File: src/rtl/sdf_pkg.sv
// ----------------------------------------------------------------------------
// sdf_pkg
// Shared types and constants for the sync/escape frame deframer.
// ----------------------------------------------------------------------------
package sdf_pkg;

  localparam int unsigned ByteW   = 8;
  localparam int unsigned KindW   = 2;
  localparam int unsigned LenW    = 14;
  localparam int unsigned HdrLenW = 12;
  localparam int unsigned RunW    = 2;
  localparam int unsigned CfgIdxW = 2;

  // register indexes on the configuration port
  localparam logic [CfgIdxW-1:0] REG_SYNC_CHAR   = 2'd0;
  localparam logic [CfgIdxW-1:0] REG_ESCAPE_CHAR = 2'd1;
  localparam logic [CfgIdxW-1:0] REG_SYNC_RUN    = 2'd2;
  localparam logic [CfgIdxW-1:0] REG_HUNT_LIMIT  = 2'd3;

  // register reset values
  localparam logic [ByteW-1:0] SYNC_CHAR_RST   = 8'h0D;
  localparam logic [ByteW-1:0] ESCAPE_CHAR_RST = 8'h10;
  localparam logic [RunW-1:0]  SYNC_RUN_RST    = 2'd3;
  localparam logic [ByteW-1:0] HUNT_LIMIT_RST  = 8'd50;

  // result kinds
  localparam logic [KindW-1:0] KIND_HEADER  = 2'd0;
  localparam logic [KindW-1:0] KIND_PAYLOAD = 2'd1;
  localparam logic [KindW-1:0] KIND_ERROR   = 2'd2;

  typedef enum logic [1:0] {
    MODE_HUNT = 2'd0,
    MODE_HEAD = 2'd1,
    MODE_DATA = 2'd2
  } mode_t;

  typedef struct packed {
    logic [ByteW-1:0] sync_char;
    logic [ByteW-1:0] escape_char;
    logic [RunW-1:0]  sync_run;
    logic [ByteW-1:0] hunt_limit;
  } cfg_t;

  typedef struct packed {
    logic [KindW-1:0] kind;
    logic [ByteW-1:0] payload_byte;
    logic [ByteW-1:0] frame_type;
    logic [LenW-1:0]  payload_len;
    logic             last;
  } res_t;

endpackage

File: src/rtl/sync_escaped_frame_deframer.sv
// ----------------------------------------------------------------------------
// sync_escaped_frame_deframer
// Hunts for a sync run, decodes an escaped four-byte header, streams payload.
// ----------------------------------------------------------------------------
// Takes one received byte per clock cycle while in_ready is high and gives
// at most one result per byte: a header result (message type and payload
// length), each payload byte with last on the final one, or an error when
// the hunt limit runs out. The per-byte step is combinational logic from
// the state registers to the result register; a two-entry output buffer
// (result register plus skid) catches the result produced while out_ready
// stalls, after which in_ready drops until the skid entry drains, so the
// sustained rate is one byte per cycle whenever results are taken. Each
// accepted result is registered in the result register or in the skid.
module sync_escaped_frame_deframer (
  input  logic                        clk,
  input  logic                        rst_n,
  input  logic                        in_valid,
  output logic                        in_ready,
  input  logic [sdf_pkg::ByteW-1:0]   in_rx_byte,
  output logic                        out_valid,
  input  logic                        out_ready,
  output logic [sdf_pkg::KindW-1:0]   out_kind,
  output logic [sdf_pkg::ByteW-1:0]   out_payload_byte,
  output logic [sdf_pkg::ByteW-1:0]   out_frame_type,
  output logic [sdf_pkg::LenW-1:0]    out_payload_len,
  output logic                        out_last,
  input  logic                        cfg_we,
  input  logic [sdf_pkg::CfgIdxW-1:0] cfg_index,
  input  logic [sdf_pkg::ByteW-1:0]   cfg_wdata
);
  import sdf_pkg::*;

  cfg_t cfg_r, cfg_nxt;
  logic in_fire;
  logic res_valid;
  res_t res;
  res_t out_res;

  always_comb begin
    cfg_nxt = cfg_r;
    if (cfg_we) begin
      unique case (cfg_index)
        REG_SYNC_CHAR:   cfg_nxt.sync_char   = cfg_wdata;
        REG_ESCAPE_CHAR: cfg_nxt.escape_char = cfg_wdata;
        REG_SYNC_RUN:    cfg_nxt.sync_run    = cfg_wdata[RunW-1:0];
        REG_HUNT_LIMIT:  cfg_nxt.hunt_limit  = cfg_wdata;
        default:         cfg_nxt = cfg_r;
      endcase
    end
  end

  always_ff @(posedge clk) begin
    if (!rst_n) begin
      cfg_r.sync_char   <= SYNC_CHAR_RST;
      cfg_r.escape_char <= ESCAPE_CHAR_RST;
      cfg_r.sync_run    <= SYNC_RUN_RST;
      cfg_r.hunt_limit  <= HUNT_LIMIT_RST;
    end else begin
      cfg_r <= cfg_nxt;
    end
  end

  assign in_fire = in_valid && in_ready;

  sdf_core u_core (
    .clk       (clk),
    .rst_n     (rst_n),
    .cfg       (cfg_r),
    .in_fire   (in_fire),
    .rx_byte   (in_rx_byte),
    .res_valid (res_valid),
    .res       (res)
  );

  sdf_out_buf u_out_buf (
    .clk       (clk),
    .rst_n     (rst_n),
    .push      (in_fire && res_valid),
    .push_res  (res),
    .can_take  (in_ready),
    .out_valid (out_valid),
    .out_ready (out_ready),
    .out_res   (out_res)
  );

  assign out_kind         = out_res.kind;
  assign out_payload_byte = out_res.payload_byte;
  assign out_frame_type   = out_res.frame_type;
  assign out_payload_len  = out_res.payload_len;
  assign out_last         = out_res.last;

endmodule

File: src/rtl/sdf_core.sv
// ----------------------------------------------------------------------------
// sdf_core
// Deframer state and the per-byte step: hunt, header collect, payload pass.
// ----------------------------------------------------------------------------
module sdf_core (
  input  logic                      clk,
  input  logic                      rst_n,
  input  sdf_pkg::cfg_t             cfg,
  input  logic                      in_fire,
  input  logic [sdf_pkg::ByteW-1:0] rx_byte,
  output logic                      res_valid,
  output sdf_pkg::res_t             res
);
  import sdf_pkg::*;

  mode_t              mode_r, mode_nxt;
  logic [RunW-1:0]    sync_seen_r, sync_seen_nxt;
  logic [ByteW-1:0]   hunt_count_r, hunt_count_nxt;
  logic               esc_pend_r, esc_pend_nxt;
  logic [1:0]         hdr_idx_r, hdr_idx_nxt;
  logic [HdrLenW-1:0] hdr_len_r, hdr_len_nxt;
  logic [LenW-1:0]    bytes_left_r, bytes_left_nxt;

  logic [ByteW-1:0]   hc_v;
  logic [RunW-1:0]    ss_v;
  logic [RunW-1:0]    ss_inc;
  logic [RunW-1:0]    need;
  logic [LenW-1:0]    frame_len;
  logic               fin;

  assign need      = (cfg.sync_run == '0) ? RunW'(1) : cfg.sync_run;
  assign frame_len = {hdr_len_r, 2'b00};
  assign fin       = (bytes_left_r <= LenW'(1));

  always_comb begin
    mode_nxt       = mode_r;
    sync_seen_nxt  = sync_seen_r;
    hunt_count_nxt = hunt_count_r;
    esc_pend_nxt   = esc_pend_r;
    hdr_idx_nxt    = hdr_idx_r;
    hdr_len_nxt    = hdr_len_r;
    bytes_left_nxt = bytes_left_r;
    res_valid      = 1'b0;
    res            = '0;
    hc_v           = hunt_count_r;
    ss_v           = sync_seen_r;
    ss_inc         = '0;
    unique case (mode_r)
      MODE_HEAD: begin
        if (!esc_pend_r && rx_byte == cfg.sync_char) begin
          // bare sync inside the header is dropped
        end else if (!esc_pend_r && rx_byte == cfg.escape_char) begin
          esc_pend_nxt = 1'b1;
        end else begin
          esc_pend_nxt = 1'b0;
          if (hdr_idx_r == 2'd0) hdr_len_nxt[7:0] = rx_byte;
          if (hdr_idx_r == 2'd1) hdr_len_nxt[HdrLenW-1:8] = rx_byte[HdrLenW-9:0];
          if (hdr_idx_r == 2'd3) begin
            // fourth byte is the message type and closes the header
            res_valid       = 1'b1;
            res.kind        = KIND_HEADER;
            res.frame_type  = rx_byte;
            res.payload_len = frame_len;
            res.last        = (frame_len == '0);
            hdr_idx_nxt     = 2'd0;
            if (frame_len == '0) begin
              mode_nxt       = MODE_HUNT;
              sync_seen_nxt  = '0;
              hunt_count_nxt = '0;
              hdr_len_nxt    = '0;
              bytes_left_nxt = '0;
            end else begin
              mode_nxt       = MODE_DATA;
              bytes_left_nxt = frame_len;
            end
          end else begin
            hdr_idx_nxt = hdr_idx_r + 2'd1;
          end
        end
      end
      MODE_DATA: begin
        res_valid        = 1'b1;
        res.kind         = KIND_PAYLOAD;
        res.payload_byte = rx_byte;
        res.last         = fin;
        if (fin) begin
          mode_nxt       = MODE_HUNT;
          sync_seen_nxt  = '0;
          hunt_count_nxt = '0;
          esc_pend_nxt   = 1'b0;
          hdr_idx_nxt    = '0;
          hdr_len_nxt    = '0;
          bytes_left_nxt = '0;
        end else begin
          bytes_left_nxt = bytes_left_r - LenW'(1);
        end
      end
      default: begin
        mode_nxt = MODE_HUNT;
        if (hunt_count_r >= cfg.hunt_limit) begin
          // limit hit: report, restart, then treat this byte as a fresh hunt byte
          res_valid      = 1'b1;
          res.kind       = KIND_ERROR;
          hc_v           = '0;
          ss_v           = '0;
          esc_pend_nxt   = 1'b0;
          hdr_idx_nxt    = '0;
          hdr_len_nxt    = '0;
          bytes_left_nxt = '0;
        end
        hunt_count_nxt = hc_v + ByteW'(1);
        ss_inc         = ss_v + RunW'(1);
        if (rx_byte == cfg.sync_char) begin
          if (ss_inc >= need) begin
            mode_nxt      = MODE_HEAD;
            sync_seen_nxt = '0;
            esc_pend_nxt  = 1'b0;
            hdr_idx_nxt   = '0;
            hdr_len_nxt   = '0;
          end else begin
            sync_seen_nxt = ss_inc;
          end
        end else begin
          sync_seen_nxt = '0;
        end
      end
    endcase
  end

  always_ff @(posedge clk) begin
    if (!rst_n) begin
      mode_r       <= MODE_HUNT;
      sync_seen_r  <= '0;
      hunt_count_r <= '0;
      esc_pend_r   <= 1'b0;
      hdr_idx_r    <= '0;
      hdr_len_r    <= '0;
      bytes_left_r <= '0;
    end else if (in_fire) begin
      mode_r       <= mode_nxt;
      sync_seen_r  <= sync_seen_nxt;
      hunt_count_r <= hunt_count_nxt;
      esc_pend_r   <= esc_pend_nxt;
      hdr_idx_r    <= hdr_idx_nxt;
      hdr_len_r    <= hdr_len_nxt;
      bytes_left_r <= bytes_left_nxt;
    end
  end

  // payload mode always has bytes still owed
  a_data_has_bytes: assert property (@(posedge clk) disable iff (!rst_n)
    mode_r == MODE_DATA |-> bytes_left_r != '0)
    else $error("payload mode with zero bytes left");

  // a completed run leaves hunting, so the count never reaches three
  a_sync_seen_range: assert property (@(posedge clk) disable iff (!rst_n)
    sync_seen_r != 2'd3)
    else $error("sync run count out of range");

  // a payload byte marked last sends the block back to hunting
  a_last_payload_ends: assert property (@(posedge clk) disable iff (!rst_n)
    in_fire && mode_r == MODE_DATA && fin |=> mode_r == MODE_HUNT && hunt_count_r == '0)
    else $error("frame end did not restart the hunt");

endmodule

File: src/rtl/sdf_out_buf.sv
// ----------------------------------------------------------------------------
// sdf_out_buf
// Result register with a skid stage; an output stall drops can_take until the skid drains.
// ----------------------------------------------------------------------------
module sdf_out_buf (
  input  logic          clk,
  input  logic          rst_n,
  input  logic          push,
  input  sdf_pkg::res_t push_res,
  output logic          can_take,
  output logic          out_valid,
  input  logic          out_ready,
  output sdf_pkg::res_t out_res
);
  import sdf_pkg::*;

  logic out_valid_r, out_valid_nxt;
  logic skid_valid_r, skid_valid_nxt;
  res_t out_res_r, out_res_nxt;
  res_t skid_res_r, skid_res_nxt;
  logic pop;

  assign pop       = out_valid_r && out_ready;
  assign can_take  = !skid_valid_r;
  assign out_valid = out_valid_r;
  assign out_res   = out_res_r;

  always_comb begin
    out_valid_nxt  = out_valid_r;
    skid_valid_nxt = skid_valid_r;
    out_res_nxt    = out_res_r;
    skid_res_nxt   = skid_res_r;
    if (skid_valid_r) begin
      if (pop) begin
        out_res_nxt    = skid_res_r;
        skid_valid_nxt = 1'b0;
      end
    end else if (push) begin
      if (!out_valid_r || pop) begin
        out_res_nxt   = push_res;
        out_valid_nxt = 1'b1;
      end else begin
        skid_res_nxt   = push_res;
        skid_valid_nxt = 1'b1;
      end
    end else if (pop) begin
      out_valid_nxt = 1'b0;
    end
  end

  always_ff @(posedge clk) begin
    if (!rst_n) begin
      out_valid_r  <= 1'b0;
      skid_valid_r <= 1'b0;
    end else begin
      out_valid_r  <= out_valid_nxt;
      skid_valid_r <= skid_valid_nxt;
    end
    out_res_r  <= out_res_nxt;
    skid_res_r <= skid_res_nxt;
  end

  // skid entry only exists behind a held output
  a_skid_behind_out: assert property (@(posedge clk) disable iff (!rst_n)
    skid_valid_r |-> out_valid_r)
    else $error("skid holds an item with the output empty");

  // a push while full would drop an item
  a_no_push_when_full: assert property (@(posedge clk) disable iff (!rst_n)
    push |-> can_take)
    else $error("result pushed into a full buffer");

  // a held result stays put until taken
  a_out_hold: assert property (@(posedge clk) disable iff (!rst_n)
    out_valid_r && !out_ready |=> out_valid_r && $stable(out_res_r))
    else $error("held result changed before it was taken");

endmodule

File: config.mk
export PLATFORM = sky130hd
export DESIGN_NAME = sync_escaped_frame_deframer
export DESIGN_NICKNAME = d
export VERILOG_FILES = /design/src/rtl/sdf_pkg.sv /design/src/rtl/sync_escaped_frame_deframer.sv /design/src/rtl/sdf_core.sv /design/src/rtl/sdf_out_buf.sv
export SDC_FILE = /design/constraint.sdc
export NUM_CORES = 1
export LEC_CHECK = 0
export ABC_CLOCK_PERIOD_IN_PS = 5900
export BUFFER_PORTS_ARGS = -buffer_cell sky130_fd_sc_hd__buf_2
export CAP_MARGIN = 20
export CORE_ASPECT_RATIO = 1.75
export CORE_MARGIN = 2
export CORE_UTILIZATION = 40
export DETAILED_ROUTE_END_ITERATION = 6
export PLACE_DENSITY = 0.62
export SLEW_MARGIN = 15
export SYNTH_ARGS = -nofsm -noshare
export SYNTH_HDL_FRONTEND = slang
export SYNTH_SLANG_ARGS = --single-unit
export TNS_END_PERCENT = 1
File: constraint.sdc
create_clock -name clk -period 5.9 [get_ports clk]
set_input_delay 0.295 -clock clk [delete_from_list [all_inputs] [get_ports clk]]
set_output_delay 0.295 -clock clk [all_outputs]
set_load 0.02 [all_outputs]
Yosys cells after proc, flatten, opt, wreduce, memory -nomap -nowiden
Index checks and enable logic that the tools add are counted.
Storage, ports and cells
  register bits after elaboration: 135
Operators by class
  add/subtract/negate cells: 4
  magnitude comparators: 3
  equal/unequal tests: 16
  mux-type cells: 82
  bitwise operators: 2
  reduce and logical (&&, ||, !) cells: 30
Operator list (count)
  $mux 33: 4
  $mux 12: 8
  $mux 14: 6
  $mux 8: 9
  $mux 23: 3
  $mux 2: 22
  $pmux 14 s2: 1
  $pmux 12 s2: 1
  $mux 22: 1
  $mux 1: 18
  $eq 8x8->1: 2
  $pmux 2 s2: 4
  $pmux 8 s2: 1
  $le 14x1->1 const B: 1
  $logic_not 14->1: 1
  $sub 14x1->14 const B: 1
  $reduce_and 3->1: 4
  $reduce_and 5->1: 2
  $add 8x1->8 const B: 1
  $eq 2x2->1 const B: 4
  $ge 8x8->1: 1
  $ne 2x2->1 const B: 4
  $reduce_and 2->1: 4
  $eq 2x1->1 const B: 3
  other kinds (15): 31

Depth between registers and ports, before layout
  word-level depth: 8
  mapped depth: 13
  depth with buffers taken out: 13

By module
From an unflattened synthesis, not the netlist that was laid out.
Unflattened totals
  cell total of the unflattened synthesis: 607
  area, all modules: 6615.1 um^2
By module, submodules not included
  sdf_core: instances 1, cells an instance 384, area each 3050.4 um^2, seq. area each 820.8 um^2
  sdf_out_buf: instances 1, cells an instance 117, area each 2502.4 um^2, seq. area each 2021.9 um^2
  sync_escaped_frame_deframer: instances 1, cells an instance 106, area each 1062.3 um^2, seq. area each 520.5 um^2

Least setup slack after synthesis
OpenSTA, ideal clock, no wires.
  path kind: reg2reg
  start: register cfg_r[16] (netlist bit)
  end: register u_out_buf.skid_res_r[0] (netlist bit), enable pin
  library setup time: 0.465 ns
  data arrival time: 3.906 ns
  required time: 5.435 ns
  path slack: 1.529 ns
  stages on the path, launching flop included: 8
  buffers on the path: 1
  clock period less this slack: 4.371 ns
  cell sequence: dfxtp_1 inv_1 o221ai_1 nor2_1 a2111oi_2 clkbuf_1 o211ai_1 nor3b_1
Between the ends
  longest elaborated chain between the ends: 7
Ends and longest elaborated chain
  from (decl): RTL line sync_escaped_frame_deframer.sv:33  | cfg_t cfg_r, cfg_nxt;
  from (signal assigned): RTL line sync_escaped_frame_deframer.sv:59  | cfg_r <= cfg_nxt;
  $eq 8x8->1: RTL line sdf_core.sv:52  | end else if (!esc_pend_r && rx_byte == cfg.escape_char) begin
  $logic_and 1x1->1: RTL line sdf_core.sv:52
  $mux 1: RTL line sdf_core.sv:52
  $mux 1: RTL line sdf_core.sv:50  | if (!esc_pend_r && rx_byte == cfg.sync_char) begin
  $pmux 1 s2: RTL line sdf_core.sv:48  | unique case (mode_r)
  $logic_and 1x1->1: RTL line sync_escaped_frame_deframer.sv:78  | .push (in_fire && res_valid),
  $reduce_and 3->1 (no line)
  to (signal assigned): RTL line sdf_out_buf.sv:60  | skid_res_r <= skid_res_nxt;
  to (decl): RTL line sdf_out_buf.sv:20  | res_t skid_res_r, skid_res_nxt;
No other way between the ends.
A chain may end at the register's enable or synchronous reset.

Worst setup path in the final report
  start: register cfg_r[6] (netlist bit)
  end: register u_core.hdr_len_r[3]
Between the ends
  longest elaborated chain between the ends: 8
  elaborated cells on any way between the ends: 9
  those cells by class: add/sub (1); order compare (2); mux (6)
Ends and longest elaborated chain
  $ge 8x8->1 *: RTL line sdf_core.sv:100  | if (hunt_count_r >= cfg.hunt_limit) begin
  $mux 2: RTL line sdf_core.sv:100
  $mux 2: RTL line sdf_core.sv:48
  $add 2x1->2: RTL line sdf_core.sv:112  | ss_inc = ss_v + RunW'(1);
  $ge 2x2->1: RTL line sdf_core.sv:114  | if (ss_inc >= need) begin
  $mux 12: RTL line sdf_core.sv:114
  $mux 12 *: RTL line sdf_core.sv:113  | if (rx_byte == cfg.sync_char) begin
  $pmux 12 s2 *: RTL line sdf_core.sv:48
  to (signal assigned): RTL line sdf_core.sv:145  | hdr_len_r <= hdr_len_nxt;
  to (decl): RTL line sdf_core.sv:21  | logic [HdrLenW-1:0] hdr_len_r, hdr_len_nxt;
Every way passes the cells marked *; elsewhere a longest branch is shown, timed or not. The select of a mux whose other input is x is not followed.

==> flow_metrics.py <==
metrics = {
    "outcome": {
        "status": "finished clean",
    },
    "clocking": {
        "root_buffer": "clkbuf_16",
        "cts.clk_slew.worst_paths_ns": 0.06,
        "cts_max_level": 4,
        "cts.repair.resized": 0,
        "clk_latency_ns": 0.42,
        "cts_setup_buffers": 0,
        "cts_hold_buf": 0,
        "cts_sinks": 131,
        "cts_tree": "done",
        "clock_path_buffers": 2,
        "cts_buffers": 17,
    },
    "synth": {
        "async_flop_share_pct": 0,
        "synth_flop_cell": "dfxtp_1",
        "synthCells": 594,
        "synthTopCellsByCount": "69 x dfxtp_1, 62 x edfxtp_1, 48 x nand2_1",
        "synth_area_leaders": "edfxtp_1 29%, dfxtp_1 22%, mux2_2 5.2%",
        "ys_seq_elements": 131,
        "synth_top_area_share_pct": 29.4,
        "yosysSeqAreaShare_pct": 51.2,
        "yosysTopAreaCell": "edfxtp_1",
        "synth_most_common_cell": "dfxtp_1",
        "synth-edff-count": 62,
        "synth_area_per_cell_um2": 10.7,
        "syn-cell-area_um2": 6330,
        "synth_cell_types": 64,
        "yosysWarnings": 0,
    },
    "pwr": {
        "power.total_uw": 2130,
        "p_leak_uw": 0.00282,
        "ir_drop_mv": 0.155,
        "powerDensity_nw_per_um2": 287,
    },
    "layout": {
        "fin_cells": 848,
        "final_nets": 691,
        "syn_to_final_growth_pct": 17.0,
        "n_antenna_cell": 0,
        "drive_gt1_share_pct": 21.0,
    },
    "placed_design": {
        "portBuffers": 55,
        "placed_cells": 816,
        "place_ws_ns": 2.41,
        "place.gp.congestion": 0.898,
        "hpwl_um": 11400,
    },
    "critical_path": {
        "cp_cell_sequence": "inv_1 -> ha_1 -> a21o_1 -> a21oi_1 -> inv_1 -> nor3_1 -> ha_1 -> a21oi_1 -> or3_1 -> and3_1 -> nand4b_2 -> a32o_1",
        "worstPathArrival_ns": 3.68,
        "critPathLaunchType": "register",
        "critPathMaxFanout": 8,
        "critPathMaxStageDelay_ns": 0.38,
        "worstSetupPathType": "reg -> reg",
        "critPathRequiredTime_ns": 6.20,
        "cp_slowest_cell": "nand4b_2",
        "cp-end-kind": "register",
    },
    "timing": {
        "final_hold_viol_count": 0,
        "fin_crit_ns": 3.38,
        "relSlewSlack_pct": 29.5,
        "fmax_ghz": 0.296,
        "skew_ns": 0.0117,
        "period_share_pct": 57.3,
        "hold_ws_ns": 0.145,
        "report.final.slew_viol_count": 0,
        "tns_ns": 0,
        "setup_ws_ns": 2.52,
        "setup_viol": 0,
        "rsz0062_at_grt": "no",
        "tightestPinTransition_ns": 1.05,
    },
    "routing": {
        "dr.pass1.iters": 5,
        "drt-total-wl_um": 16000,
        "vias": 4863,
        "routedWlPerCell_um": 18.8,
        "postRouteAntennaNets": 0,
        "via_per_inst": 5.73,
        "post-route-drc-count": 0,
        "drt_iter0_drc": 392,
    },
    "grt": {
        "grt_overflow": 0,
        "antenna_found_initial": 0,
        "grt_pass1_wl_um": 25700,
        "grt_use_total_pct": 19.4,
        "grt_pass1_vias": 4871,
        "grt_max_degree": 45,
    },
    "job": {
        "cap_violations": 0,
    },
    "min_path": {
        "min_path_type": "in -> reg",
    },
    "floorplan": {
        "coreArea_um2": 15500,
        "die_h_um": 170,
        "rows": 60,
        "die_width_um": 99.1,
        "initial_core_util_pct": 41.0,
        "dieArea_um2": 16900,
        "ioPinCount": 58,
    },
}
==> critical path: cells and delay by family, from the launching register on <==
kind / cells / cell delay, ns
compound gates: 4 / 0.92
fa+ha+maj: 2 / 0.50
buf+inv: 2 / 0.21
simple gates: 4 / 1.29
flops: 1 / 0.33
==> area by class of cell <==
cell class,count,area [um^2]
multi-input cells,403,2860
clock buffers,18,429
clock inverters,14,179
well taps,186,233
inverters,31,116
fillers,1416,8050
repair buffers,65,350
flip-flops and latches,131,3240
==> registers in the layout (all words and copies together) (netlist names) <==
| register | flops |
|---|---|
| u_out_buf.out_res | 31 |
| u_out_buf.skid_res_r | 31 |
| cfg_r | 26 |
| u_core.bytes_left_r | 14 |
| u_core.hdr_len_r | 12 |
| u_core.hunt_count_r | 8 |
| u_core.hdr_idx_r | 2 |
| u_core.mode_r | 2 |
| u_core.sync_seen_r | 2 |
| u_core.esc_pend_r | 1 |
| u_out_buf.out_valid | 1 |
| u_out_buf.skid_valid_r | 1 |
==> layout by cell type (no fill, tap or decap), drive strengths merged, types with 7 or more instances in the layout <==
master	netlist	routed
a211oi	10	10
a21oi	27	27
a22oi	7	7
a32o	13	13
and2	30	30
and3	7	7
buf	5	65
clkbuf	25	18
dfxtp	69	69
edfxtp	62	62
ha	19	19
inv	30	34
mux2	29	29
mux2i	16	16
nand2	49	49
nand3	18	18
nor2	30	30
nor3	12	12
nor4	9	9
o211ai	8	8
o21ai	15	15
o31ai	10	10
xnor2	17	17
==> layer usage <==
metal  vias up  GRT usage (%)  routed length (um)  share of wire, %
met3        32           3.29                 517               3.2
met1      2373           21.0                6200                39
met2       136           36.1                8730                55
li1       2322              -                   -                 -
met4         0           9.35                 510               3.2
met5         -              0                   0                 0
==> cells by family after synthesis <==
kind of cell,Yosys count,share of synthesized area [%]
buffers and inverters,61,3.85
and+or+nand+nor,196,16.9
adders and majority gates,19,3.75
DFF,131,51.2
xor gates and xnor gates,17,2.35
muxes,45,7.68
AOI/OAI and AO/OA,124,14.2
other,1,0.0592
==> per-stage QoR <==
step | cell area, um^2 | util [%]
2_1_floorplan | 6340 | -
3_3_place_gp | 6800 | 44.0
3_5_place_dp | 6800 | 44.0
4_1_cts | 7410 | 47.9
5_1_grt | 7410 | 47.9
6_report | 7410 | 47.9
==> path summary, 6_finish.rpt <==
path,from,slack (ns),cells past startpoint,endpoint
setup / recovery,cfg_r[6],2.52,12,u_core.hdr_len_r[3]
hold / removal,cfg_wdata[4],0.14,3,cfg_r[14]
setup reg to reg,cfg_r[6],2.52,12,u_core.hdr_len_r[3]
hold reg to reg,cfg_r[7],0.46,2,cfg_r[7]
==> where the power goes <==
| group | internal, uW | switching [uW] | total [uW] |
|---|---|---|---|
| Clock | 672 | 419 | 1090 |
| Combinational | 27.5 | 52.6 | 80.0 |
| Sequential | 951 | 5.74 | 957 |
Power figures use the tool's default switching activity.
